$ cat src/rtl/qxmm_pkg.sv
// ----------------------------------------------------------------------------
// qxmm_pkg
// shared widths, types and register indexes of the quad-x motor mixer
// ----------------------------------------------------------------------------
package qxmm_pkg;

  localparam int FRAC_BITS = 14;
  localparam int CMD_W     = 16;
  localparam int LANES     = 4;
  localparam int PWM_W     = 12;
  localparam int PWM_SPAN  = 1000;

  // sum of four Q2.14 terms with throttle clamped to 0..1.0
  localparam int MIX_W     = CMD_W + 2;
  // divider remainder holds twice the divisor
  localparam int DIV_W     = MIX_W;
  // quotient reaches 1.0 exactly when a mix equals the divisor
  localparam int Q_W       = FRAC_BITS + 1;
  localparam int DIV_STEPS = FRAC_BITS + 1;
  localparam int DIV_STAGES = 5;
  localparam int STEPS_PER_STAGE = (DIV_STEPS + DIV_STAGES - 1) / DIV_STAGES;
  localparam int SPAN_W    = 10;
  localparam int PROD_W    = Q_W + SPAN_W;

  localparam logic [DIV_W-1:0]        ONE   = DIV_W'(1) << FRAC_BITS;
  localparam logic signed [MIX_W-1:0] ONE_S = $signed(ONE);

  localparam int CFG_IDX_W = 1;
  localparam logic [CFG_IDX_W-1:0] REG_PWM_FLOOR   = 1'd0;
  localparam logic [CFG_IDX_W-1:0] REG_PWM_CEILING = 1'd1;

  localparam logic [PWM_W-1:0] PWM_FLOOR_RST   = 12'd1000;
  localparam logic [PWM_W-1:0] PWM_CEILING_RST = 12'd2000;

  typedef logic [LANES-1:0][MIX_W-1:0] mix_vec_t;
  typedef logic [LANES-1:0][PWM_W-1:0] pwm_vec_t;
  typedef logic [LANES-1:0][Q_W-1:0]   quot_vec_t;

  typedef struct packed {
    logic [DIV_W-1:0]              divisor;
    logic [LANES-1:0][DIV_W-1:0]   num;
  } div_in_t;

  typedef struct packed {
    logic [DIV_W-1:0]              divisor;
    logic [LANES-1:0][DIV_W-1:0]   rem;
    logic [LANES-1:0][Q_W-1:0]     quot;
  } div_stage_t;

  function automatic logic signed [MIX_W-1:0] sx(input logic [CMD_W-1:0] v);
    sx = $signed({{(MIX_W-CMD_W){v[CMD_W-1]}}, v});
  endfunction

  function automatic logic signed [MIX_W-1:0] smax(input logic signed [MIX_W-1:0] a,
                                                   input logic signed [MIX_W-1:0] b);
    smax = (b > a) ? b : a;
  endfunction

endpackage

$ cat src/rtl/qxmm_mix.sv
// ----------------------------------------------------------------------------
// qxmm_mix
// throttle clamp, four quad-x mixes, then largest mix and divider operands
// ----------------------------------------------------------------------------
module qxmm_mix (
  input  logic                          clk,
  input  logic                          rst,
  input  logic                          in_valid,
  output logic                          in_ready,
  input  logic [qxmm_pkg::CMD_W-1:0]    throttle_cmd,
  input  logic [qxmm_pkg::CMD_W-1:0]    roll_cmd,
  input  logic [qxmm_pkg::CMD_W-1:0]    pitch_cmd,
  input  logic [qxmm_pkg::CMD_W-1:0]    yaw_cmd,
  output logic                          out_valid,
  input  logic                          out_ready,
  output qxmm_pkg::div_in_t             out_data
);

  logic                   v1;
  logic                   v2;
  logic                   en1;
  logic                   en2;
  qxmm_pkg::mix_vec_t     mix;
  qxmm_pkg::mix_vec_t     mix_next;
  qxmm_pkg::div_in_t      opnd;
  qxmm_pkg::div_in_t      opnd_next;

  assign en2      = !v2 || out_ready;
  assign en1      = !v1 || en2;
  assign in_ready = en1;

  // stage 1: mixes
  always_comb begin
    logic signed [qxmm_pkg::MIX_W-1:0] t;
    logic signed [qxmm_pkg::MIX_W-1:0] r;
    logic signed [qxmm_pkg::MIX_W-1:0] p;
    logic signed [qxmm_pkg::MIX_W-1:0] y;
    t = qxmm_pkg::sx(throttle_cmd);
    r = qxmm_pkg::sx(roll_cmd);
    p = qxmm_pkg::sx(pitch_cmd);
    y = qxmm_pkg::sx(yaw_cmd);
    if (t > qxmm_pkg::ONE_S) begin
      t = qxmm_pkg::ONE_S;
    end
    if (t < 0) begin
      t = '0;
    end
    mix_next[0] = t + r - p + y;
    mix_next[1] = t - r + p + y;
    mix_next[2] = t + r + p - y;
    mix_next[3] = t - r - p - y;
  end

  // stage 2: largest mix picks the divisor; no scaling divides by 1.0
  always_comb begin
    logic signed [qxmm_pkg::MIX_W-1:0] mx;
    mx = qxmm_pkg::smax(qxmm_pkg::smax($signed(mix[0]), $signed(mix[1])),
                        qxmm_pkg::smax($signed(mix[2]), $signed(mix[3])));
    opnd_next.divisor = (mx > qxmm_pkg::ONE_S) ? $unsigned(mx) : qxmm_pkg::ONE;
    for (int l = 0; l < qxmm_pkg::LANES; l++) begin
      opnd_next.num[l] = ($signed(mix[l]) > 0) ? $unsigned(mix[l]) : '0;
    end
  end

  always_ff @(posedge clk) begin
    if (rst) begin
      v1 <= 1'b0;
      v2 <= 1'b0;
    end else begin
      if (en1) v1 <= in_valid;
      if (en2) v2 <= v1;
    end
    if (en1) mix  <= mix_next;
    if (en2) opnd <= opnd_next;
  end

  assign out_valid = v2;
  assign out_data  = opnd;

  // each dividend stays at or below its divisor, so quotients never pass 1.0
  generate
    for (genvar l = 0; l < qxmm_pkg::LANES; l++) begin : g_chk
      a_num_le_div: assert property (@(posedge clk) disable iff (rst)
        v2 |-> opnd.num[l] <= opnd.divisor)
        else $error("mix above divisor");
    end
  endgenerate

  a_div_ge_one: assert property (@(posedge clk) disable iff (rst)
    v2 |-> opnd.divisor >= qxmm_pkg::ONE)
    else $error("divisor below one");

endmodule

$ cat config.mk
export PLATFORM = sky130hd
export DESIGN_NAME = qxmm_mix
export DESIGN_NICKNAME = d
export VERILOG_FILES = /design/src/rtl/qxmm_pkg.sv /design/src/rtl/qxmm_mix.sv
export SDC_FILE = /design/constraint.sdc
export NUM_CORES = 1
export LEC_CHECK = 0
export ABC_AREA = 1
export BUFFER_PORTS_ARGS = -buffer_cell sky130_fd_sc_hd__buf_4
export CAP_MARGIN = 10
export CORE_MARGIN = 4
export CORE_UTILIZATION = 40
export CTS_CLUSTER_DIAMETER = 50
export DETAILED_ROUTE_END_ITERATION = 7
export PLACE_DENSITY_LB_ADDON = 0.25
export SETUP_SLACK_MARGIN = 0.1
export SYNTH_ARGS = -nofsm -noshare
export SYNTH_HDL_FRONTEND = slang
export SYNTH_SLANG_ARGS = --single-unit
$ cat constraint.sdc
create_clock -name clk -period 17 [get_ports clk]
set_input_delay 3.4 -clock clk [delete_from_list [all_inputs] [get_ports clk]]
set_output_delay 3.4 -clock clk [all_outputs]
set_load 0.005 [all_outputs]
# == Word level (Yosys, flattened, before mapping) ==
# Index checks and enable logic that the tools add are counted.
# W data, S select, Z words.
# classes
n_reduce_logical,4
order_cmp,10
mux,5
add_sub_neg,10
# ops
cell,count
$add A18 B16 Y18,5
$mux W18,5
$sub A18 B16 Y18,5
$gt A18 B1 Y1 const B,4
$gt A18 B18 Y1,3
$gt A18 B16 Y1 const B,1
$lt A18 B1 Y1 const B,1
$gt A16 B16 Y1 const B,1
$logic_not A1 Y1,2
$logic_or A1 B1 Y1,2
# word_totals
ff_bits,164
word_cells,40
input_bits,68

# == Logic depth before layout (Yosys ltp) ==
# depth
word_depth,7
depth_mapped,38

# == Worst setup path before layout ==
# No wires, ideal clock.
# synth_timing
path_kind,input -> output
startpoint,input out_ready
endpoint,output in_ready
slack_ps,8486
t_required_ps,13600
path_buffers,0
t_arrival_ps,5114
path_stages,2
path_cell_list,inv_1 nand3_1
# synth_via
elab_chain_cells,2
# synth_rtl
element,line,rtl
from (decl),qxmm_mix.sv:15,"input logic out_ready,"
$logic_or A1 B1 Y1,qxmm_mix.sv:28,assign en2 = !v2 || out_ready;
$logic_or A1 B1 Y1,qxmm_mix.sv:29,assign en1 = !v1 || en2;
to (decl),qxmm_mix.sv:9,"output logic in_ready,"
# No other way between the ends.

==> results.py <==
metrics = {
    "status": {
        "status": "finished clean",
    },
    "run": {
        "maxCapViolCount": 0,
    },
    "drt": {
        "vias": 11228,
        "drt_iter0_drc": 715,
        "wl_per_cell_microns": 17.19,
        "vias_per_cell": 4.940,
        "drcViolationCount": 0,
        "drtPass1Iterations": 5,
        "ant_nets": 0,
        "wl_mm": 39.08,
    },
    "die": {
        "start_util_pct": 40.91,
        "die_area_sq_um": 38680,
        "die_x_microns": 196.7,
        "coreArea_sq_um": 34800,
        "die_h_microns": 196.7,
        "io_pins": 160,
        "row_count": 68,
    },
    "critical_path": {
        "worstPathRequired_ns": 17.18,
        "timing.critical_path.buf_inv": 3,
        "crit_arrival_ns": 8.81,
        "crit_cells": 27,
        "r2r_cells": 26,
        "cp_top_family": "simple AND/OR/NAND/NOR gates",
        "regToRegSetupSlack_ns": 11.57,
        "critPathLaunchType": "input pin",
        "critPathMaxFanout": 12,
        "cp_common_cell": "nand2_1",
        "endpoint_kind": "register",
        "worstSetupPathType": "input pin to register",
        "cp_slowest_cell": "fa_1",
        "cpPeakStageDelay_ns": 0.51,
    },
    "timing": {
        "slew_headroom_pct": 39.18,
        "worst_pin_slew_ns": 0.9123,
        "finalSetupViolCount": 0,
        "hold_ws_ns": 0.4765,
        "rsz0062_at_grt": "false",
        "final.min_clock_period_ns": 8.634,
        "max_freq_mhz": 115.8,
        "fin_tns_setup_ns": 0,
        "period_share_pct": 50.79,
        "fin_worst_skew_ns": 0.009460,
        "final_max_slew_viol_count": 0,
        "finalHoldViolCount": 0,
    },
    "finish": {
        "n_fill_cell": 3374,
        "multiInputGateArea_sq_um": 8077,
        "nNetsFinal": 2100,
        "stdcell_count": 2273,
        "fin_area_sq_um": 16500,
        "drive_gt1_share_pct": 12.82,
        "areaGrowthSynthToFinish_pct": 15.92,
        "seqCellArea_sq_um": 4875,
        "n_antenna_cell": 0,
    },
    "synth": {
        "avgSynthCellArea_sq_um": 8.692,
        "synth-edff-count": 161,
        "synth_seq_cells": 163,
        "synth_area_leader_cell": "edfxtp_1",
        "synth_commonest_cells": "317 x inv_1, 273 x nand2_1, 161 x edfxtp_1",
        "yosysWarnings": 0,
        "synthCells": 1638,
        "synth_area_sq_um": 14240,
        "yosysUniqueCellTypes": 44,
        "seq_area_frac_synth_pct": 34.24,
        "synth.area.top_cells": "edfxtp_1 34%, ha_1 14%, fa_1 10%, inv_1 8.4%, nand2_1 7.2%",
        "ys_async_sr_fraction_pct": 0,
        "synth_most_common_cell": "inv_1",
        "yosysTopAreaCellShare_pct": 33.96,
        "synth-main-ff-cell": "edfxtp_1",
    },
    "global_routing": {
        "grt_pass1_vias": 11336,
        "grt_first_pass_wirelength_mm": 61.32,
        "grt-ovfl-total": 0,
        "grt_max_degree": 78,
        "grt.total_usage_pct": 20.32,
        "antenna_found_initial": 0,
    },
    "clocking": {
        "cts_buffer_depth": 2,
        "numClockSinks": 163,
        "insertion_delay_ns": 0.44,
        "clk_pin_slew_worst_paths_ns": 0.06,
        "cts.repair.resized": 0,
        "cts-htree-levels": 4,
        "cts_setup_buffers": 0,
        "hold_buffers": 0,
        "cts_tree": "built",
        "cts_buffers": 17,
        "cts_root_buf": "clkbuf_16",
    },
    "place": {
        "dpl.cell_count": 2241,
        "dpl-instance-area_sq_um": 15960,
        "io_buffers": 159,
        "gp_congestion": 0.9376,
        "detailed_place_hpwl_mm": 33.58,
    },
    "hold_path": {
        "holdPathStages": 2,
        "worstHoldPathType": "register to register",
    },
}
[kinds of logic after synthesis]
family                     share of synthesized area (%)
AOI/OAI and AO/OA                                  8.709
xor gates and xnor gates                           5.352
adders and majority gates                          23.69
buffers and inverters                              9.333
DFF                                                34.24
other                                            0.02634
and+or+nand+nor                                    18.65
[state kept, by name (all words and copies together), names as in the netlist]
| register | count |
|---|---|
| out_data | 90 |
| out_valid | 1 |
| mix | 71 |
| v1 | 1 |
[layout make-up]
class	instances	share of cell area [%]
inverters	319	7.255
well taps	455	3.449
clock buffers	17	2.578
multi-input cells	1139	48.93
flip-flops and latches	163	29.54
repair buffers	165	7.505
clock inverters	15	0.7429
[path summary, 6_finish.rpt]
path | from | endpoint
setup / recovery | throttle_cmd[0] | mix[53]$_DFFE_PP_
hold / removal | v1$_SDFFE_PP0P_ | out_valid$_SDFFE_PP0P_
setup reg to reg | mix[71]$_DFFE_PP_ | out_data[72]$_SDFFCE_PP0P_
hold reg to reg | v1$_SDFFE_PP0P_ | out_valid$_SDFFE_PP0P_
[worst register-to-register path: stages (launching register included)]
cell and delay (ns):
edfxtp_1 0.47, ha_1 0.36, nand2_1 0.08, nor2_1 0.16, nand2_1 0.13, nor2_1 0.15, nand3_1 0.52, nand2_2 0.58
nand2_1 0.14, and2_1 0.20, ha_1 0.31, nand2_1 0.09, inv_1 0.04, nand2_1 0.05, nand2_1 0.05, a21oi_1 0.18
nand4_1 0.20, nand2_1 0.13, nand2_2 0.24, nand3_1 0.24, nand2_1 0.11, nor2_1 0.11, nand2_1 0.06, nor2_1 0.14
nand3_2 0.11, nand2_2 0.29, nor2_1 0.07
[layout by cell type, fill, tap and decap left out, types with 11 or more instances in the layout]
| cell | Yosys | final |
|---|---|---|
| nor2_2 | 13 | 13 |
| xnor2_1 | 15 | 15 |
| fa_1 | 71 | 71 |
| ha_1 | 156 | 156 |
| o21ai_0 | 47 | 47 |
| edfxtp_1 | 161 | 161 |
| xor2_1 | 72 | 72 |
| a21oi_1 | 103 | 103 |
| clkbuf_16 | 0 | 17 |
| nor4_1 | 17 | 17 |
| nand4_1 | 30 | 30 |
| and2_1 | 18 | 18 |
| buf_4 | 3 | 165 |
| nand2_1 | 273 | 272 |
| inv_1 | 317 | 317 |
| nor3_1 | 11 | 11 |
| nand3_1 | 79 | 78 |
| nor2_1 | 146 | 146 |
[stage by stage]
step | worst slack, ns | util, %
after floorplan | 8.486 | -
after global placement | 7.884 | 45.85
after detailed placement | 7.889 | 45.85
after CTS | 8.348 | 47.43
final | 8.366 | 47.43
after global routing | 7.869 | 47.43
[metal layers]
metal	vias to the layer above	wire length [microns]	GRT usage (%)	share of wire [%]
met5	-	0	0	0
met4	0	684	4.905	1.8
met3	33	1872	2.821	4.8
met2	312	18550	34.66	47
met1	5216	17970	27.61	46
li1	5667	-	-	-
Power is left out: the tool's default activity adds up to more than one toggle a clock period on the data nets, which glitch-free logic cannot reach.
