$ cat src/rtl/qxmm_pkg.sv
// ----------------------------------------------------------------------------
// qxmm_pkg
// shared widths, types and register indexes of the quad-x motor mixer
// ----------------------------------------------------------------------------
package qxmm_pkg;

  localparam int FRAC_BITS = 14;
  localparam int CMD_W     = 16;
  localparam int LANES     = 4;
  localparam int PWM_W     = 12;
  localparam int PWM_SPAN  = 1000;

  // sum of four Q2.14 terms with throttle clamped to 0..1.0
  localparam int MIX_W     = CMD_W + 2;
  // divider remainder holds twice the divisor
  localparam int DIV_W     = MIX_W;
  // quotient reaches 1.0 exactly when a mix equals the divisor
  localparam int Q_W       = FRAC_BITS + 1;
  localparam int DIV_STEPS = FRAC_BITS + 1;
  localparam int DIV_STAGES = 5;
  localparam int STEPS_PER_STAGE = (DIV_STEPS + DIV_STAGES - 1) / DIV_STAGES;
  localparam int SPAN_W    = 10;
  localparam int PROD_W    = Q_W + SPAN_W;

  localparam logic [DIV_W-1:0]        ONE   = DIV_W'(1) << FRAC_BITS;
  localparam logic signed [MIX_W-1:0] ONE_S = $signed(ONE);

  localparam int CFG_IDX_W = 1;
  localparam logic [CFG_IDX_W-1:0] REG_PWM_FLOOR   = 1'd0;
  localparam logic [CFG_IDX_W-1:0] REG_PWM_CEILING = 1'd1;

  localparam logic [PWM_W-1:0] PWM_FLOOR_RST   = 12'd1000;
  localparam logic [PWM_W-1:0] PWM_CEILING_RST = 12'd2000;

  typedef logic [LANES-1:0][MIX_W-1:0] mix_vec_t;
  typedef logic [LANES-1:0][PWM_W-1:0] pwm_vec_t;
  typedef logic [LANES-1:0][Q_W-1:0]   quot_vec_t;

  typedef struct packed {
    logic [DIV_W-1:0]              divisor;
    logic [LANES-1:0][DIV_W-1:0]   num;
  } div_in_t;

  typedef struct packed {
    logic [DIV_W-1:0]              divisor;
    logic [LANES-1:0][DIV_W-1:0]   rem;
    logic [LANES-1:0][Q_W-1:0]     quot;
  } div_stage_t;

  function automatic logic signed [MIX_W-1:0] sx(input logic [CMD_W-1:0] v);
    sx = $signed({{(MIX_W-CMD_W){v[CMD_W-1]}}, v});
  endfunction

  function automatic logic signed [MIX_W-1:0] smax(input logic signed [MIX_W-1:0] a,
                                                   input logic signed [MIX_W-1:0] b);
    smax = (b > a) ? b : a;
  endfunction

endpackage

$ cat src/rtl/qxmm_div.sv
// ----------------------------------------------------------------------------
// qxmm_div
// pipelined restoring divider, four lanes sharing one divisor
// ----------------------------------------------------------------------------
module qxmm_div (
  input  logic                          clk,
  input  logic                          rst,
  input  logic                          in_valid,
  output logic                          in_ready,
  input  qxmm_pkg::div_in_t             in_data,
  output logic                          out_valid,
  input  logic                          out_ready,
  output qxmm_pkg::quot_vec_t           out_quot
);

  localparam int NS = qxmm_pkg::DIV_STAGES;

  logic [NS-1:0]          v;
  logic [NS-1:0]          en;
  logic [NS:1]            rdy;
  logic [NS-1:0]          vin;
  qxmm_pkg::div_stage_t   st   [NS];
  qxmm_pkg::div_stage_t   link [NS];

  assign rdy = {out_ready, en[NS-1:1]};
  assign vin = {v[NS-2:0], in_valid};

  // first partial remainder is the mix itself (dividend is mix << FRAC_BITS)
  assign link[0].divisor = in_data.divisor;
  assign link[0].rem     = in_data.num;
  assign link[0].quot    = '0;

  generate
    for (genvar s = 0; s < NS; s++) begin : g_stage
      qxmm_pkg::div_stage_t res;

      if (s < NS-1) begin : g_link
        assign link[s+1] = st[s];
      end

      assign en[s] = !v[s] || rdy[s+1];

      always_comb begin
        logic [qxmm_pkg::DIV_W-1:0] trial;
        res = link[s];
        for (int j = 0; j < qxmm_pkg::STEPS_PER_STAGE; j++) begin
          for (int l = 0; l < qxmm_pkg::LANES; l++) begin
            if (s * qxmm_pkg::STEPS_PER_STAGE + j < qxmm_pkg::DIV_STEPS) begin
              // the leading step yields the 1.0 bit without a shift
              if (s * qxmm_pkg::STEPS_PER_STAGE + j == 0) begin
                trial = res.rem[l];
              end else begin
                trial = {res.rem[l][qxmm_pkg::DIV_W-2:0], 1'b0};
              end
              if (trial >= res.divisor) begin
                res.rem[l]  = trial - res.divisor;
                res.quot[l] = {res.quot[l][qxmm_pkg::Q_W-2:0], 1'b1};
              end else begin
                res.rem[l]  = trial;
                res.quot[l] = {res.quot[l][qxmm_pkg::Q_W-2:0], 1'b0};
              end
            end
          end
        end
      end

      always_ff @(posedge clk) begin
        if (rst) begin
          v[s] <= 1'b0;
        end else if (en[s]) begin
          v[s] <= vin[s];
        end
        if (en[s]) st[s] <= res;
      end
    end
  endgenerate

  assign in_ready  = en[0];
  assign out_valid = v[NS-1];

  always_comb begin
    for (int l = 0; l < qxmm_pkg::LANES; l++) begin
      out_quot[l] = st[NS-1].quot[l];
    end
  end

  generate
    for (genvar l = 0; l < qxmm_pkg::LANES; l++) begin : g_chk
      a_quot_le_one: assert property (@(posedge clk) disable iff (rst)
        v[NS-1] |-> {3'b000, st[NS-1].quot[l]} <= qxmm_pkg::ONE)
        else $error("quotient above one");
      a_rem_lt_div: assert property (@(posedge clk) disable iff (rst)
        v[NS-1] |-> st[NS-1].rem[l] < st[NS-1].divisor)
        else $error("remainder not below divisor");
    end
  endgenerate

endmodule

$ cat config.mk
export PLATFORM = sky130hd
export DESIGN_NAME = qxmm_div
export DESIGN_NICKNAME = d
export VERILOG_FILES = /design/src/rtl/qxmm_pkg.sv /design/src/rtl/qxmm_div.sv
export SDC_FILE = /design/constraint.sdc
export NUM_CORES = 2
export LEC_CHECK = 0
export BUFFER_PORTS_ARGS = -buffer_cell sky130_fd_sc_hd__buf_2
export CAP_MARGIN = 20
export CORE_MARGIN = 3
export CORE_UTILIZATION = 50
export CTS_CLUSTER_DIAMETER = 80
export CTS_CLUSTER_SIZE = 28
export DETAILED_ROUTE_END_ITERATION = 8
export GPL_ROUTABILITY_DRIVEN = 1
export HOLD_SLACK_MARGIN = 0.1
export PLACE_DENSITY = 0.69
export SLEW_MARGIN = 20
export SYNTH_ARGS = -nofsm -noshare
export SYNTH_HDL_FRONTEND = slang
export SYNTH_SLANG_ARGS = --single-unit
export TNS_END_PERCENT = 10
$ cat constraint.sdc
create_clock -name clk -period 9.46 [get_ports clk]
set_clock_uncertainty 0.1 [all_clocks]
set_input_delay 0.473 -clock clk [delete_from_list [all_inputs] [get_ports clk]]
set_output_delay 0.473 -clock clk [all_outputs]
set_load 0.02 [all_outputs]
# Word-level counts from Yosys, hierarchy flattened
# Memory sizes are Yosys's and may differ from the RTL's.
# Cells that the tools add are included.
word_totals:
  ff_bits: 5
  ram_bits: 750
  inputBits: 94
  output_inout_bits: 62
  elab_cells: 266
  memories: 1
op_classes:
  n_addsub: 60
  n_lt_le_gt_ge: 60
  mux: 130
  n_reduce_logical: 10
mem_list:
  columns: ["name", "depth", "word_bits", "rd", "rd_ports_with_merged_regs", "write_ports", "line", "text"]
  rows:
  - ["st", 5, 150, 5, 0, 5, "qxmm_div.sv:22", "qxmm_pkg::div_stage_t st [NS];"]
op_table:
  columns: ["operator", "count"]
  rows:
  - ["18-bit >= comparator", 60]
  - ["17-bit 2-to-1 mux", 40]
  - ["17-bit subtractor", 40]
  - ["18-bit 2-to-1 mux", 20]
  - ["18-bit subtractor", 20]
  - ["1-bit 2-to-1 mux", 70]
  - ["1-bit zero test", 5]
  - ["1-bit logical OR", 5]

# Depth between registers and ports, before layout
depth:
  word_depth: 8
  mapped_depth: 38
  mapped_depth_nobuf: 32

# Worst setup path before layout
# OpenSTA, ideal clock, no wires.
synth_timing:
  path_type: "input to register"
  startpoint: "input port in_data[73] (netlist name)"
  endpoint: "memory st[0][68] (netlist name), data pin"
  setup_time_ns: 0.260
  t_arrival_ns: 7.532
  required_ns: 9.100
  path_slack_ns: 1.568
  cell_stages: 31
  path_buffers: 4
  cell_sequence: "inv_1 > fa_1 > a21oi_1 > o21ai_0 > nand2_1 > a31oi_1 > or4_1 > a31oi_1 > buf_2 > mux2_2 > ha_1 > nor2b_1 > o21ai_1 > nand2b_1 > a31oi_2 > o31ai_1 > o41ai_1 > a211o_1 > buf_2 > buf_4 > mux2_2 > ha_1 > and4_1 > nand3_1 > nor4_1 > a311oi_1 > a221o_1 > o21a_1 > clkinv_1 > buf_2 > mux2_2"
synth_rtl:
  columns: ["item", "line", "text"]
  rows:
  - ["start, declared", "qxmm_div.sv:10", "input qxmm_pkg::div_in_t in_data,"]
  - ["end, declared", "qxmm_div.sv:22", null]

==> results.md <==
- Post-synthesis mux area share: 0.1043
- MaxCap Viol Count: 0
- Final setup fails: 0
- Vias in the first global route: a little under 60000
- Worst-Skew Late Latency: approximately 700 ps
- Die Y: 379.7 um
- Worst Tran Pin Value: about 1100 ps
- Largest net degree at the start of global routing: 75
- DPL Wire Length: 169.3 mm
- Synth Instances: between 7000 and 8000
- Required time of the critical path: about 10000 ps
- Die ar.: between 0.1 and 0.15 mm^2
- Top cell type's share of synthesized area: 0.2253
- CP startpoint kind: flip-flop
- Top post-synthesis cells by area: edfxtp_1 (23%), ha_1 (19%), mux2_2 (9.4%), xnor2_1 (6.3%), a21oi_1 (5.1%)
- Detail Route Antenna Nets: 0
- Area growth, synth to finish: 8.180%
- Synth Area per Inst: approximately 8.9 um^2
- WL per Instance: 21.42 um
- Root buffer cell: clkbuf_16
- Hold Fails Final Rpt: 0
- Crit path max fanout: 20
- Slowest cell on crit path: edfxtp_1
- Status: complete, no violations
- Gpl congestion: 0.9938
- DRC Markers: 0
- Area of the multi-input gates: approximately 0.052 mm^2
- Final slew viol count: 0
- Share of cells above drive strength 1: 0.1424
- Reg clk slew, reported paths: ~100 ps
- DIE WIDTH: 379.7 um
- Most used DFF post-synth: edfxtp_1
- Worst stage delay on the critical path: approximately 630 ps
- # nets final: 9240
- CTS H-Tree Depth: 2
- Most common cell in the synthesized netlist: ha_1
- FF/Latch Area: 0.01584 mm^2
- HP Class: in -> reg
- Cell row count: ~140
- Synth Register Bits: 529
- Fraction of registers with async set or reset after synthesis: 0
- Global-route wire length before repair: 327.5 mm
- Hold buffer count at CTS: 19
- Routed wire length: between 200 and 250 mm
- Adder-cell share of the synthesized area: 0.1932
- Syn nets: around 9000
- CTS Sinks: between 500 and 600
- Synth cell types: roughly 100
- Crit Path Class: reg -> reg
- Final worst path period share: 0.9370
- Vias: a little over 60000
- Largest family of logic cells by synthesized area: compound AO/OA/AOI/OAI gates
- Layout fillers: approximately 12000
- Mapped Area: 0.06984 mm^2
- RSZ-0062 raised after global routing: no
- Post-synthesis xor/xnor area fraction: 0.09569
- PostCTS Resize Cnt: 0
- Tot GR Track Use: 0.2839
- Worst Setup End Kind: flip-flop
- I/O pins: ~160
- Commonest cells in the netlist: ha_1 (1040), a21oi_1 (709), nor2_1 (634), mux2_2 (586), edfxtp_1 (524)
- Synth area leader: edfxtp_1
- Tmin final: 8864 ps
- 1st-pass router iterations: 6
- Num CTS Buffers: 44
- Seq/Total Area, Yosys: 0.2267
- CTS tree: built
- Setup Fix Bufs, Post-CTS: 0
- Starting density of the core: 0.5061
- Rel. slew slack: 0.2761
- WP data arrival: 9170 ps
- Remaining global-route overflow: 0
- Post-synthesis compound-gate area fraction: 0.2132
- Max Clk Rate: about 110 MHz
- DR vias/cell: approximately 6.1
- Initial antenna violation count: 6
- Post-synth EDFFs: between 500 and 600
- Setup tns final: 0 ps
- Post-synthesis simple-gate area fraction: 0.1399
- Core area: 0.1380 mm^2
- Clock Tree Buf Depth: 3
- DRT iter0 DRCs: around 4100
- YS warnings: 0
- Port Buffers: approximately 160
-- cell usage in the layout, fill, tap and decap left out, types with 56 or more instances in the layout --
cell type and count:
edfxtp_1 524, o21bai_1 93, a21oi_1 705, nand2_1 470, xor2_1 263, nor2_1 633
mux2_2 586, o21ai_0 459, inv_1 304, o21a_1 152, a31oi_1 87, nor3_1 159
ha_1 1040, nand2b_1 133, nand3_1 129, xnor2_1 500, a21o_1 263, buf_4 172
nand4_1 89, nor2b_1 111, or3_1 62, a211oi_1 77, buf_2 155, o31ai_1 56
-- cell type report --
type | count | share of cell area
Antenna cell | 2 | 0.00006624
Clock buffer | 46 | 0.01495
Clock inverter | 35 | 0.007237
Inverter | 321 | 0.01605
Multi-Input combinational cell | 6840 | 0.6914
Sequential cell | 529 | 0.2096
Tap cell | 1863 | 0.03085
Timing Repair Buffer | 346 | 0.02988
-- flip-flops by register name (all words and copies together), names as in the netlist --
register,count
out_valid,1
v,4
st,524
-- critical path: cells and delay by family, from the launching register on --
family | cells | cell delay [ps]
flip-flops | 1 | 630
buffers and inverters | 3 | 940
AO/OA/AOI/OAI | 15 | 3950
adder cells (fa/ha/maj) | 3 | 1110
AND/OR/NAND/NOR | 3 | 660
multiplexers | 3 | 1210
-- layer usage --
| metal | up-vias | wire, um | GRT usage |
|---|---|---|---|
| met1 | 28590 | 88760 | 0.3474 |
| met5 | - | 36 | 0 |
| li1 | 29970 | - | - |
| met3 | 546 | 10960 | 0.02928 |
| met4 | 6 | 14260 | 0.1592 |
| met2 | 1953 | 99750 | 0.4872 |
-- cells by family after synthesis --
| group | Yosys count |
|---|---|
| compound gates | 2326 |
| xor+xnor | 763 |
| fa+ha+maj | 1064 |
| buf+inv | 463 |
| flops | 529 |
| mux | 649 |
| simple gates | 2038 |
-- path summary, 6_finish.rpt --
path                                           start              endpoint  slack (ps)  cells after the start
worst max-delay path            st[0][283]$_DFFE_PP_  st[0][403]$_DFFE_PP_         600                     27
worst min-delay path                     in_data[73]  st[0][133]$_DFFE_PP_         250                      2
worst max register to register  st[0][283]$_DFFE_PP_  st[0][403]$_DFFE_PP_         600                     27
worst min register to register  st[0][499]$_DFFE_PP_  st[0][652]$_DFFE_PP_         310                      0
-- stage by stage --
step	cell area (um^2)	std cells	setup WS (ps)	utilization	hold slack, ps
global placement	73680	9880	734.4	0.5339	302.3
global route	75550	9980	100.9	0.5474	228.3
floorplan	69840	7832	1568	-	300.3
finish	75550	9982	596.2	0.5475	253.9
CTS	75550	9980	682.9	0.5474	203.7
detailed placement	73680	9880	644.4	0.5339	304.5
Power is left out: the tool's default activity adds up to more than one toggle a clock period on the data nets, which glitch-free logic cannot reach.
