==> src/rtl/qxmm_pkg.sv <==
// ----------------------------------------------------------------------------
// qxmm_pkg
// shared widths, types and register indexes of the quad-x motor mixer
// ----------------------------------------------------------------------------
package qxmm_pkg;

  localparam int FRAC_BITS = 14;
  localparam int CMD_W     = 16;
  localparam int LANES     = 4;
  localparam int PWM_W     = 12;
  localparam int PWM_SPAN  = 1000;

  // sum of four Q2.14 terms with throttle clamped to 0..1.0
  localparam int MIX_W     = CMD_W + 2;
  // divider remainder holds twice the divisor
  localparam int DIV_W     = MIX_W;
  // quotient reaches 1.0 exactly when a mix equals the divisor
  localparam int Q_W       = FRAC_BITS + 1;
  localparam int DIV_STEPS = FRAC_BITS + 1;
  localparam int DIV_STAGES = 5;
  localparam int STEPS_PER_STAGE = (DIV_STEPS + DIV_STAGES - 1) / DIV_STAGES;
  localparam int SPAN_W    = 10;
  localparam int PROD_W    = Q_W + SPAN_W;

  localparam logic [DIV_W-1:0]        ONE   = DIV_W'(1) << FRAC_BITS;
  localparam logic signed [MIX_W-1:0] ONE_S = $signed(ONE);

  localparam int CFG_IDX_W = 1;
  localparam logic [CFG_IDX_W-1:0] REG_PWM_FLOOR   = 1'd0;
  localparam logic [CFG_IDX_W-1:0] REG_PWM_CEILING = 1'd1;

  localparam logic [PWM_W-1:0] PWM_FLOOR_RST   = 12'd1000;
  localparam logic [PWM_W-1:0] PWM_CEILING_RST = 12'd2000;

  typedef logic [LANES-1:0][MIX_W-1:0] mix_vec_t;
  typedef logic [LANES-1:0][PWM_W-1:0] pwm_vec_t;
  typedef logic [LANES-1:0][Q_W-1:0]   quot_vec_t;

  typedef struct packed {
    logic [DIV_W-1:0]              divisor;
    logic [LANES-1:0][DIV_W-1:0]   num;
  } div_in_t;

  typedef struct packed {
    logic [DIV_W-1:0]              divisor;
    logic [LANES-1:0][DIV_W-1:0]   rem;
    logic [LANES-1:0][Q_W-1:0]     quot;
  } div_stage_t;

  function automatic logic signed [MIX_W-1:0] sx(input logic [CMD_W-1:0] v);
    sx = $signed({{(MIX_W-CMD_W){v[CMD_W-1]}}, v});
  endfunction

  function automatic logic signed [MIX_W-1:0] smax(input logic signed [MIX_W-1:0] a,
                                                   input logic signed [MIX_W-1:0] b);
    smax = (b > a) ? b : a;
  endfunction

endpackage

==> src/rtl/qxmm_pwm.sv <==
// ----------------------------------------------------------------------------
// qxmm_pwm
// motor command to pulse width: span multiply, then floor offset and clamps
// ----------------------------------------------------------------------------
module qxmm_pwm (
  input  logic                          clk,
  input  logic                          rst,
  input  logic                          in_valid,
  output logic                          in_ready,
  input  qxmm_pkg::quot_vec_t           in_quot,
  input  logic [qxmm_pkg::PWM_W-1:0]    pwm_floor,
  input  logic [qxmm_pkg::PWM_W-1:0]    pwm_ceiling,
  output logic                          out_valid,
  input  logic                          out_ready,
  output qxmm_pkg::pwm_vec_t            out_pwm
);

  logic                                          v1;
  logic                                          v2;
  logic                                          en1;
  logic                                          en2;
  logic [qxmm_pkg::LANES-1:0][qxmm_pkg::PROD_W-1:0] prod;
  logic [qxmm_pkg::LANES-1:0][qxmm_pkg::PROD_W-1:0] prod_next;
  qxmm_pkg::pwm_vec_t                            pwm;
  qxmm_pkg::pwm_vec_t                            pwm_next;

  assign en2      = !v2 || out_ready;
  assign en1      = !v1 || en2;
  assign in_ready = en1;

  always_comb begin
    for (int l = 0; l < qxmm_pkg::LANES; l++) begin
      prod_next[l] = qxmm_pkg::PROD_W'(in_quot[l]) *
                     qxmm_pkg::PROD_W'(qxmm_pkg::PWM_SPAN);
    end
  end

  // ceiling clamp first, floor clamp last
  always_comb begin
    logic [qxmm_pkg::PWM_W:0] sum;
    sum = '0;
    for (int l = 0; l < qxmm_pkg::LANES; l++) begin
      sum = {1'b0, pwm_floor} +
            (qxmm_pkg::PWM_W+1)'(prod[l][qxmm_pkg::PROD_W-1:qxmm_pkg::FRAC_BITS]);
      if (sum > {1'b0, pwm_ceiling}) begin
        sum = {1'b0, pwm_ceiling};
      end
      if (sum < {1'b0, pwm_floor}) begin
        sum = {1'b0, pwm_floor};
      end
      pwm_next[l] = sum[qxmm_pkg::PWM_W-1:0];
    end
  end

  always_ff @(posedge clk) begin
    if (rst) begin
      v1 <= 1'b0;
      v2 <= 1'b0;
    end else begin
      if (en1) v1 <= in_valid;
      if (en2) v2 <= v1;
    end
    if (en1) prod <= prod_next;
    if (en2) pwm  <= pwm_next;
  end

  assign out_valid = v2;
  assign out_pwm   = pwm;

endmodule

==> config.mk <==
export PLATFORM = sky130hd
export DESIGN_NAME = qxmm_pwm
export DESIGN_NICKNAME = d
export VERILOG_FILES = /design/src/rtl/qxmm_pkg.sv /design/src/rtl/qxmm_pwm.sv
export SDC_FILE = /design/constraint.sdc
export NUM_CORES = 1
export LEC_CHECK = 0
export BUFFER_PORTS_ARGS = -buffer_cell sky130_fd_sc_hd__buf_2
export CELL_PAD_IN_SITES_DETAIL_PLACEMENT = 1
export CELL_PAD_IN_SITES_GLOBAL_PLACEMENT = 1
export CORE_ASPECT_RATIO = 0.6
export CORE_MARGIN = 1
export CORE_UTILIZATION = 50
export CTS_CLUSTER_DIAMETER = 60
export CTS_CLUSTER_SIZE = 14
export DETAILED_ROUTE_END_ITERATION = 12
export PLACE_DENSITY_LB_ADDON = 0.1
export SETUP_SLACK_MARGIN = 0.1
export SKIP_LAST_GASP = 1
export SYNTH_ARGS = -nofsm -noshare
export SYNTH_HDL_FRONTEND = slang
export SYNTH_SLANG_ARGS = --single-unit
==> constraint.sdc <==
create_clock -name clk -period 7.2 [get_ports clk]
set_input_delay 0.72 -clock clk [delete_from_list [all_inputs] [get_ports clk]]
set_output_delay 0.72 -clock clk [all_outputs]
set_load 0.02 [all_outputs]
* Yosys cells after proc, flatten, opt, wreduce, memory -nomap -nowiden
Cells that the tools add are included.
** Storage, ports and cells
- Bits in latches :: 0
- Output and inout bits :: 50
- Bits in read-only memories :: 0
- Bits in writable memories :: 0
- Register bits after elaboration :: 138
- Word-level logic and storage cells :: 38
- Input bits :: 88
- Memories :: 0
** Cells by class
- Shifts and indexed selects :: 0
- Equality and inequality tests :: 0
- Reductions and logical operators :: 4
- Add/subtract/negate cells :: 4
- Magnitude comparators :: 8
- Divide/modulo/power cells :: 0
- Multipliers :: 4
- Mux-type cells :: 8
- Bitwise logic cells :: 0
** Operators by type and width (count)
- 15-bit by 7-bit multiplier with 22-bit output, second input constant :: 4
- 12-bit by 11-bit adder with 13-bit output :: 4
- 13-bit by 12-bit > comparator with 1-bit output :: 4
- 13-bit by 12-bit < comparator with 1-bit output :: 4
- 13-bit 2-to-1 mux :: 4
- 12-bit 2-to-1 mux :: 4
- 1-bit logical NOT :: 2
- 1-bit logical OR :: 2

* Longest topological paths before layout
Gate-level depths: netlist of the first run.
- Depth in word-level cells :: 5
- Depth in mapped cells :: 27
- Depth with buffers taken out :: 25

* Least setup slack after synthesis of the first run
No wires, ideal clock.
- Path kind :: input-to-reg
- Start :: input port pwm_floor[1] (netlist bit)
- End :: register pwm (netlist bit out_pwm[10]) (data pin)
- Buffers on the path :: 2
- Stages :: 25
- Setup slack :: 829 ps
- Required time :: 6940 ps
- Library setup time :: 260 ps
- Arrival :: 6110 ps
- Cell sequence :: inv_1 fa_1 nor2b_1 o31a_1 o311a_4 or2_1 a2111o_1 o211ai_1 ha_1 a21o_1 a221o_1 a2111oi_1 o32ai_2 buf_2 mux2_2 ha_1 a21o_1 a21o_1 a21o_1 a21oi_1 o21ai_0 nor2_1 a21oi_2 buf_6 mux2_4
** RTL lines
- start, declared :: RTL line qxmm_pwm.sv:11 : input logic [qxmm_pkg::PWM_W-1:0] pwm_floor,
- end signal, assigned :: RTL line qxmm_pwm.sv:64 : if (en2) pwm <= pwm_next;
- end, declared :: RTL line qxmm_pwm.sv:24 : qxmm_pkg::pwm_vec_t pwm;

==> summary.md, run 1 <==
| Metric | Value |
|---|---|
| Power consumption | `9.59 mW` |
| Vias in the first global route | `13,300` |
| CTS buffer count | `9` |
| Drt pass-1 iters | `5` |
| Clock-pin slew on the worst setup and hold paths | `70 ps` |
| GRT overflow | `0` |
| Predominant post-synthesis flop cell | `edfxtp_1` |
| CP max stage delay | `540 ps` |
| CP Capture Type | `register` |
| Critical path origin | `pwm_floor[0]` |
| Pwr dens | `518 mW/mm2` |
| H-tree levels | `3` |
| Multi-input gate area | `0.0129 mm2` |
| P_leak | `9.32 nW` |
| Clk_skew | `9.08 ps` |
| Port Buffers | `137` |
| Std-Cell Core Area | `0.0328 mm2` |
| Finish-stage setup viols | `0` |
| Initial Util | `51.4%` |
| Via-to-Cell Ratio | `5.65` |
| Type of the worst min-delay path | `input pin to register` |
| Area delta synth->final | `9.98%` |
| Fillcell total | `3,701` |
| CTS sink cnt | `94` |
| CP arrival | `6880 ps` |
| Minimum clock period | `6750 ps` |
| Ys async rst share | `0%` |
| Fmax | `148 MHz` |
| Share of post-route cells with drive strength above 1 | `14.6%` |
| Max_cap viols | `0` |
| EDFF count, synth | `92` |
| Crit-path max FO | `12` |
| Seq/Total Area, Yosys | `16.6%` |
| WS Path Type | `input pin to register` |
| Register Area | `0.00280 mm2` |
| Final Hold Viols | `0` |
| Final worst setup slack | `445 ps` |
| Syn Inst Count | `1,612` |
| DR DRC count | `0` |
| Non-Filler Instances | `2,225` |
| Critical path launch point type | `input pin` |
| Remaining antenna violation count | `0` |
| # IOs | `138` |
| CP max-delay cell | `a21oi_4` |
| WP data required | `7330 ps` |
| Peak supply drop | `261 uV` |
| WL final | `48,200 um` |
| Layout Nets | `2,389` |
| Die W | `239 um` |
| Cell area after synthesis | `0.0168 mm2` |
| Number of synthesized register bits | `94` |
| Routed WL per cell | `21.7 um` |
| Mean Syn Cell Area | `10.4 um2` |
| Status | `finished clean` |
| GRT Util Overall | `29.3%` |
| Largest net degree at the start of global routing | `49` |
| Post-CTS setup buffer count | `0` |
| RSZ-0062 raised after global routing | `no` |
| Die footprint | `0.0345 mm2` |
| CTS tree | `yes` |
| Rel. slew slack | `44.8%` |
| Placed insts | `2,208` |
| Slew @ Worst Pin | `818 ps` |
| Distinct cells, synth | `75` |
| First DRT Iteration DRCs | `780` |
| Worst hold slack | `536 ps` |
| Crit Reg-Reg Startpoint | `prod[14]` |
| Die H | `144 um` |
| Final Max Tran Viols | `0` |
| Hold_sp | `rst` |
| Mapped Nets | `2,232` |
| Max clock buf depth | `2` |
| Num rows | `51` |
| Routability cong. | `0.951` |
| Root Buffer | `clkbuf_16` |
| Period utilization | `93.8%` |
| Warnings, synthesis | `0` |
| Detailed-route via count | `12,600` |
| Pre-CTS WS | `-84.7 ps` |
| First-pass GRT wire length | `75,800 um` |
| Buf+Inv Stages, Crit Path | `3` |
| Initial antenna violation count | `3` |
| Detail Placement HPWL | `41,000 um` |
| Worst path top cell family by delay | `compound AO/OA/AOI/OAI gates` |
| Worst-Skew Late Latency | `380 ps` |
## registers in the layout (all words and copies together) (netlist names)
name / count
prod: 44
v1: 1
out_pwm: 48
out_valid: 1
## synthesized netlist by cell type (all sizes together) (8+ instances only)
cell,n,share of area [%]
ha,332,25
inv,300,6.7
fa,200,24
edfxtp,92,16
mux2,77,5.3
nor2,77,1.7
a21oi,64,1.9
xnor2,57,3.0
nand2,51,1.1
o21ai,49,1.5
a21o,45,2.0
nand3,40,1.2
xor2,17,0.88
a211oi,16,0.71
nor3,16,0.48
o211ai,15,0.83
nand4,14,0.52
nor2b,13,0.48
o21a,12,0.53
and3,9,0.33
buf,8,0.30
## per-stage QoR
stage	util, %	TNS [ps]	instance area [um2]
after floorplan	-	0	16800
after global placement	55.5	0	18200
after detailed placement	55.5	-289	18200
after CTS	56.5	0	18500
after global routing	56.5	0	18500
final	56.5	0	18500
## logic make-up (layout without fill, tap and decap cells)
family | after synthesis | after routing | share of synthesized area, %
adder cells (fa/ha/maj) | 532 | 532 | 48.4
buffers and inverters | 312 | 474 | 7.08
AO/OA/AOI/OAI | 263 | 263 | 11.0
AND/OR/NAND/NOR | 255 | 255 | 7.37
flip-flops | 94 | 94 | 16.6
multiplexers | 82 | 82 | 5.65
XOR/XNOR | 74 | 74 | 3.85
other | 0 | 1 | 0
## cell usage in the layout (no fill, tap or decap), drive strengths merged, types with 9 or more instances in the layout
cell    count
nand2      51
nor2       77
o21a       12
clkbuf     13
fa        200
nor3       16
edfxtp     92
and3        9
nand4      14
buf       158
a211oi     16
a21o       45
ha        332
nor2b      13
o21ai      49
a21oi      64
xor2       17
mux2       77
xnor2      57
o211ai     15
nand3      40
inv       300
## path summary, 6_finish.rpt
path                            slack [ps]  depth (start not counted)    endpoint
worst max-delay path                   450                         25  out_pwm[1]
worst min-delay path                   540                          2          v1
worst max register to register         540                         24  out_pwm[1]
worst min register to register         580                          2          v1
## layout make-up
type,count,area share (%)
Antenna cell,1,0.0135
Clock buffer,13,1.40
Clock inverter,3,0.365
Inverter,300,6.08
Multi-Input combinational cell,1206,69.4
Sequential cell,94,15.1
Tap cell,450,3.04
Timing Repair Buffer,158,4.55
## metal layers
layer / track usage [%] / part of all wire, % / vias to the layer above
li1: - / - / 5858
met1: 43.6 / 50 / 6354
met2: 43.0 / 42 / 328
met3: 7.54 / 7.5 / 42
met4: 4.69 / 1.0 / 0
met5: 0 / 0 / -
## repair_timing
| item | CTS | global route |
|---|---|---|
| hold buffers | 0 | 0 |
| resized for setup | 0 | 1 |
| setup endpoints to repair | 0 | 11 |
## report_power, final
| group | leakage (nW) | switching (mW) | internal [mW] |
|---|---|---|---|
| logic | 8.18 | 4.33 | 3.42 |
| clock network | 0.156 | 0.236 | 0.324 |
| registers | 0.985 | 0.101 | 1.17 |
| total | 9.32 | 4.67 | 4.92 |
Note: power is estimated with default switching activity, not from simulation.
==> run 2, diff against run 1 <==
--- a/config.mk
+++ b/config.mk
@@ -6,15 +6,13 @@
 export NUM_CORES = 1
 export LEC_CHECK = 0
 export BUFFER_PORTS_ARGS = -buffer_cell sky130_fd_sc_hd__buf_2
-export CELL_PAD_IN_SITES_DETAIL_PLACEMENT = 1
-export CELL_PAD_IN_SITES_GLOBAL_PLACEMENT = 1
 export CORE_ASPECT_RATIO = 0.6
 export CORE_MARGIN = 1
-export CORE_UTILIZATION = 50
+export CORE_UTILIZATION = 55
 export CTS_CLUSTER_DIAMETER = 60
 export CTS_CLUSTER_SIZE = 14
 export DETAILED_ROUTE_END_ITERATION = 12
-export PLACE_DENSITY_LB_ADDON = 0.1
+export PLACE_DENSITY = 0.74
 export SETUP_SLACK_MARGIN = 0.1
 export SKIP_LAST_GASP = 1
 export SYNTH_ARGS = -nofsm -noshare
==> run 2 against run 1 <==
Combinational power is 4.6% lower. Flip-flop and latch count did not move. Via count decreased by 1.5%. Highest routed layer is now met5. Non-clock buffer count shrank 7. Hold slack worse by 27 ps. Clock-buffer cell count fell by 4. First-iteration DRC count up 6.7%.
==> summary.md, run 2 (same netlist as run 1, synthesis figures left out) <==
| Metric | Value |
|---|---|
| Status | `finished clean` |
| Std-Cell Core Area | `0.0300 mm2` |
| Crit-path max FO | `13` |
| Most common cell after layout, fill and taps aside | `ha_1` |
| Final Hold Viols | `0` |
| Vias in the first global route | `12,200` |
| Hold path cells | `2` |
| RSZ-0062 raised after global routing | `no` |
| Die W | `228 um` |
| First-pass GRT wire length | `64,800 um` |
| Detail Placement HPWL | `34,600 um` |
| Area delta synth->final | `8.82%` |
| Top Layer Used | `met5` |
| # IOs | `138` |
| Port Buffers | `137` |
| Metal-1 WL | `19,800 um` |
| Die footprint | `0.0314 mm2` |
| WS Path Type | `input pin to register` |
| Largest net degree at the start of global routing | `49` |
| Period utilization | `93.2%` |
| P_leak | `9.25 nW` |
| Final Max Tran Viols | `0` |
| # hold bufs at CTS | `0` |
| Type of the worst min-delay path | `register to register` |
| Power consumption | `9.12 mW` |
| Most frequent cells in the layout | `ha_1 (332), inv_1 (299), fa_1 (200), buf_2 (137), edfxtp_1 (92)` |
| Finish-stage setup viols | `0` |
| CTS sink cnt | `94` |
| Peak supply drop | `266 uV` |
| Remaining antenna violation count | `0` |
| First DRT Iteration DRCs | `832` |
| Sw power | `4.36 mW` |
| Pwr dens | `497 mW/mm2` |
| Rel. slew slack | `32.3%` |
| Routability cong. | `1.02` |
| Placed insts | `2,159` |
| Via-to-Cell Ratio | `5.70` |
| Non-Filler Instances | `2,174` |
| Detailed-route via count | `12,400` |
| Clk_skew | `9.48 ps` |
| Post-cts sizing count | `0` |
| Combinational power share | `81.1%` |
| Clock-pin slew on the worst setup and hold paths | `60 ps` |
| Largest register FFs | `48` |
| WP data required | `7320 ps` |
| Wire length on met3 | `3530 um` |
| Layout Nets | `2,382` |
| Drt pass-1 iters | `5` |
| CTS buffer count | `9` |
| Setup TNS | `0 ps` |
| Die H | `138 um` |
| WL final | `40,800 um` |
| Share of post-route cells with drive strength above 1 | `14.1%` |
| Crit Reg-Reg Startpoint | `prod[14]` |
| Switching portion of total power | `47.9%` |
| Initial antenna violation count | `2` |
| Num rows | `49` |
| Critical path launch point type | `input pin` |
| Metal2 WL | `17,100 um` |
| Post-CTS setup buffer count | `0` |
| Max_cap viols | `0` |
| CP Capture Type | `register` |
| Pint | `4.75 mW` |
| Sequential Power Share | `14.1%` |
| Final Util | `61.0%` |
| Reg2reg end | `out_pwm[1]` |
| CP arrival | `6830 ps` |
| Hold_sp | `v1` |
| Max clock buf depth | `2` |
| GRT overflow | `0` |
| Fmax | `149 MHz` |
| Initial Util | `56.1%` |
| Root Buffer | `clkbuf_16` |
| Minimum clock period | `6710 ps` |
| DR DRC count | `0` |
| Routed WL per cell | `18.8 um` |
| Worst-Skew Late Latency | `380 ps` |
| Clock share of power | `4.8%` |
| Final Cell Area | `0.0183 mm2` |
| CTS tree | `yes` |
| R2r setup slk | `690 ps` |
| GRT Util Overall | `26.9%` |
| Slew @ Worst Pin | `1010 ps` |
| Area after DPL | `0.0181 mm2` |
| Worst reg2reg path depth | `25` |
| Fillcell total | `2,527` |
| H-tree levels | `3` |
| Worst-case hold path end point | `out_valid` |
-- run 2: cell types whose count changed in the layout (fill, tap and decap cells not counted), moves of 2 or more --
cell       delta
bufinv_16     -2
buf_4         -7
clkinv_2      +2
clkinv_1      +2
clkbuf_1      -2
clkbuf_8      -2
-- run 2: how the worst max path moves through the flow --
stage / startpoint / to / slack (ps) / cells past startpoint
3_5_place_dp: pwm_floor[2] / out_pwm[1] / 200 / 24
2_1_floorplan: pwm_floor[1] / out_pwm[10] / 830 / 25
4_1_cts: pwm_floor[2] / out_pwm[1] / 570 / 24
5_1_grt: pwm_floor[2] / out_pwm[1] / 170 / 24
6_report: pwm_floor[2] / out_pwm[1] / 490 / 24
3_3_place_gp: pwm_floor[2] / out_pwm[1] / 340 / 24
-- run 2: critical path, cell delays in order --
cell and delay [ps]:
buf_2 290, ha_1 330, nor2b_1 160, o31a_1 280, o311a_4 340, or2_1 250, a2111o_1 420, o211ai_1 130
ha_1 290, a21o_1 180, a221o_1 350, a2111oi_1 460, o32ai_2 320, mux2_2 370, ha_1 290, a21o_1 120
a21o_1 110, a21o_1 100, a21oi_1 60, o21ai_0 290, nor2_1 110, a21oi_2 220, buf_4 280, mux2_2 350
-- run 2: stage by stage --
step	worst slack, ps	hold slack (ps)
5_1_grt	171	524
6_report	489	509
2_1_floorplan	829	463
3_5_place_dp	197	499
4_1_cts	568	509
3_3_place_gp	344	495
-- run 2: metal layers --
metal  vias up  track usage, %
met2       362            40.0
met1      6146            39.6
met3        29            6.93
met5         -            1.41
li1       5857               -
met4         2            4.74
-- run 2: final cells by class --
type                    instances  area [um2]  share of cell area (%)
diodes                          2        5.00                  0.0273
clock buffers                   9         225                    1.23
clock inverters                 4        17.5                  0.0956
inverters                     300        1130                    6.14
multi-input cells            1206       12900                    70.1
flip-flops and latches         94        2800                    15.3
well taps                     408         510                    2.78
repair buffers                151         791                    4.31
-- run 2: power by group through the flow --
| stage | sequential, mW | clock (mW) | combinational [mW] |
|---|---|---|---|
| after floorplan | 1.44 | 0 | 5.50 |
| after global placement | 1.30 | 0 | 6.99 |
| after detailed placement | 1.30 | 0 | 7.24 |
| after CTS | 1.29 | 0.447 | 7.31 |
| after global routing | 1.31 | 0.465 | 8.22 |
| final | 1.29 | 0.440 | 7.39 |
==> run 3, diff against run 2 <==
--- a/config.mk
+++ b/config.mk
@@ -6,13 +6,15 @@
 export NUM_CORES = 1
 export LEC_CHECK = 0
 export BUFFER_PORTS_ARGS = -buffer_cell sky130_fd_sc_hd__buf_2
+export CELL_PAD_IN_SITES_DETAIL_PLACEMENT = 0
+export CELL_PAD_IN_SITES_GLOBAL_PLACEMENT = 2
 export CORE_ASPECT_RATIO = 0.6
 export CORE_MARGIN = 1
-export CORE_UTILIZATION = 55
+export CORE_UTILIZATION = 41
 export CTS_CLUSTER_DIAMETER = 60
 export CTS_CLUSTER_SIZE = 14
 export DETAILED_ROUTE_END_ITERATION = 12
-export PLACE_DENSITY = 0.74
+export PLACE_DENSITY_LB_ADDON = 0.1
 export SETUP_SLACK_MARGIN = 0.1
 export SKIP_LAST_GASP = 1
 export SYNTH_ARGS = -nofsm -noshare
==> run 3 against run 2 <==
Utilization shrank 15 points. Total power grew 0.87%. Register-to-register slack lost 140 ps. Wire length grew 6.2%. Via count down 3.2%. Combinational power about the same. Sequential power hardly changed. Critical path type unchanged. Critical endpoint unchanged. Clock power up 12%. Die area grew 34%. Clock-buffer cell count increased by 5. Largest power group unchanged.
==> summary.md, run 3 (same netlist as run 1, synthesis figures left out) <==
| Metric | Value |
|---|---|
| Initial antenna violation count | `0` |
| WL final | `43,400 um` |
| Most common cell after layout, fill and taps aside | `ha_1` |
| CP Capture Type | `register` |
| CTS sink cnt | `94` |
| Final Hold Viols | `0` |
| Clk_skew | `9.46 ps` |
| CTS tree | `yes` |
| Non-Filler Instances | `2,300` |
| First-pass GRT wire length | `68,800 um` |
| Combinational power share | `80.7%` |
| Via-to-Cell Ratio | `5.22` |
| Crit-path max FO | `12` |
| Most used cell, CP | `a21o_1` |
| Sw power | `4.42 mW` |
| Clock-pin slew on the worst setup and hold paths | `70 ps` |
| Detail Placement HPWL | `36,900 um` |
| Max clock buf depth | `2` |
| Fillcell total | `3,937` |
| # IOs | `138` |
| GRT overflow | `0` |
| Multi-input gate area | `0.0129 mm2` |
| Rel. slew slack | `16.1%` |
| CTS buffer count | `9` |
| Max_cap viols | `0` |
| Layout Nets | `2,384` |
| Root Buffer | `clkbuf_16` |
| Routability cong. | `0.902` |
| Placed insts | `2,284` |
| Critical path origin | `pwm_floor[0]` |
| Detailed-route via count | `12,000` |
| Area delta synth->final | `10.1%` |
| Most frequent cells in the layout | `ha_1 (332), inv_1 (299), fa_1 (200), buf_2 (137), edfxtp_1 (92)` |
| Finish-stage setup viols | `0` |
| Initial Util | `41.6%` |
| Post-cts sizing count | `0` |
| GRT Util Overall | `21.6%` |
| Switching portion of total power | `48.1%` |
| WP data required | `7320 ps` |
| Sequential Power Share | `13.9%` |
| Num rows | `57` |
| Port Buffers | `137` |
| WS Path Type | `input pin to register` |
| Hold path cells | `2` |
| H-tree levels | `3` |
| Setup TNS | `0 ps` |
| P_leak | `9.28 nW` |
| Fmax | `149 MHz` |
| Worst reg2reg path depth | `24` |
| RSZ-0062 raised after global routing | `no` |
| First DRT Iteration DRCs | `768` |
| Largest net degree at the start of global routing | `49` |
| Status | `finished clean` |
| Period utilization | `93.4%` |
| Pre-CTS WS | `-68.4 ps` |
| Clock share of power | `5.4%` |
| CP max stage delay | `550 ps` |
| Worst-case hold path end point | `out_valid` |
| Die H | `159 um` |
| Power consumption | `9.19 mW` |
| Post-CTS setup buffer count | `0` |
| Slew @ Worst Pin | `1260 ps` |
| # hold bufs at CTS | `0` |
| Routed WL per cell | `18.9 um` |
| Hold_sp | `v1` |
| Worst hold slack | `513 ps` |
| Drt pass-1 iters | `5` |
| Pint | `4.77 mW` |
| DR DRC count | `0` |
| Share of post-route cells with drive strength above 1 | `14.2%` |
| Worst-Skew Late Latency | `360 ps` |
| R2r setup slk | `550 ps` |
| Pwr dens | `496 mW/mm2` |
| Vias in the first global route | `11,700` |
| Final Max Tran Viols | `0` |
| Crit Reg-Reg Startpoint | `prod[14]` |
| Final worst setup slack | `476 ps` |
| Remaining antenna violation count | `0` |
| Type of the worst min-delay path | `register to register` |
| Largest register FFs | `48` |
| Die W | `264 um` |
| Minimum clock period | `6720 ps` |
| Register Area | `0.00280 mm2` |
| Std-Cell Core Area | `0.0405 mm2` |
| Critical path launch point type | `input pin` |
| Antenna fix cells | `0` |
| Peak supply drop | `220 uV` |
| Reg2reg end | `out_pwm[1]` |
| CP max-delay cell | `a21oi_4` |
| CP arrival | `6850 ps` |
| Die footprint | `0.0419 mm2` |
[run 3: changes by cell type in the layout (fill, tap and decap cells not counted), moves of 2 or more]
cell and change:
clkinv_1 -2, buf_4 +2, diode_2 -2, clkbuf_1 +5
[run 3: final cells by class]
type / count / share of cell area, %
flip-flops and latches: 94 / 15.1
clock buffers: 14 / 1.32
inverters: 300 / 6.07
clock inverters: 2 / 0.189
repair buffers: 153 / 4.35
well taps: 531 / 3.58
multi-input cells: 1206 / 69.4
[run 3: per-stage QoR]
step / cell area (um2) / utilization (%)
finish: 18500 / 45.8
global route: 18500 / 45.8
CTS: 18500 / 45.7
detailed placement: 18300 / 45.1
global placement: 18300 / 45.1
floorplan: 16800 / -
[run 3: worst max-delay path by stage]
stage	end	slack (ps)
after floorplan	out_pwm[10]	830
after global placement	out_pwm[1]	110
after detailed placement	out_pwm[1]	-70
after CTS	out_pwm[1]	320
after global routing	out_pwm[34]	110
final	out_pwm[1]	480
[run 3: metal layers]
metal / wire, um / share of wire [%] / track usage (%) / vias to the layer above
met2: 15700 / 36 / 27.7 / 326
met1: 24300 / 56 / 36.6 / 5789
met5: 0 / 0 / 0 / -
li1: - / - / - / 5860
met3: 3120 / 7.2 / 4.50 / 27
met4: 227 / 0.52 / 2.18 / 0
[run 3: critical path, delay by kind of cell]
family,cells,cell delay (ps)
compound gates,14,3720
fa+ha+maj,4,1010
mux,2,750
simple gates,3,470
buf+inv,2,180
[run 3: power by group through the flow]
| stage | logic (mW) | clock network (mW) | registers [mW] |
|---|---|---|---|
| floorplan | 5.50 | 0 | 1.44 |
| global placement | 7.24 | 0 | 1.29 |
| detailed placement | 7.29 | 0 | 1.29 |
| CTS | 7.37 | 0.508 | 1.28 |
| global route | 8.39 | 0.527 | 1.30 |
| finish | 7.42 | 0.495 | 1.28 |
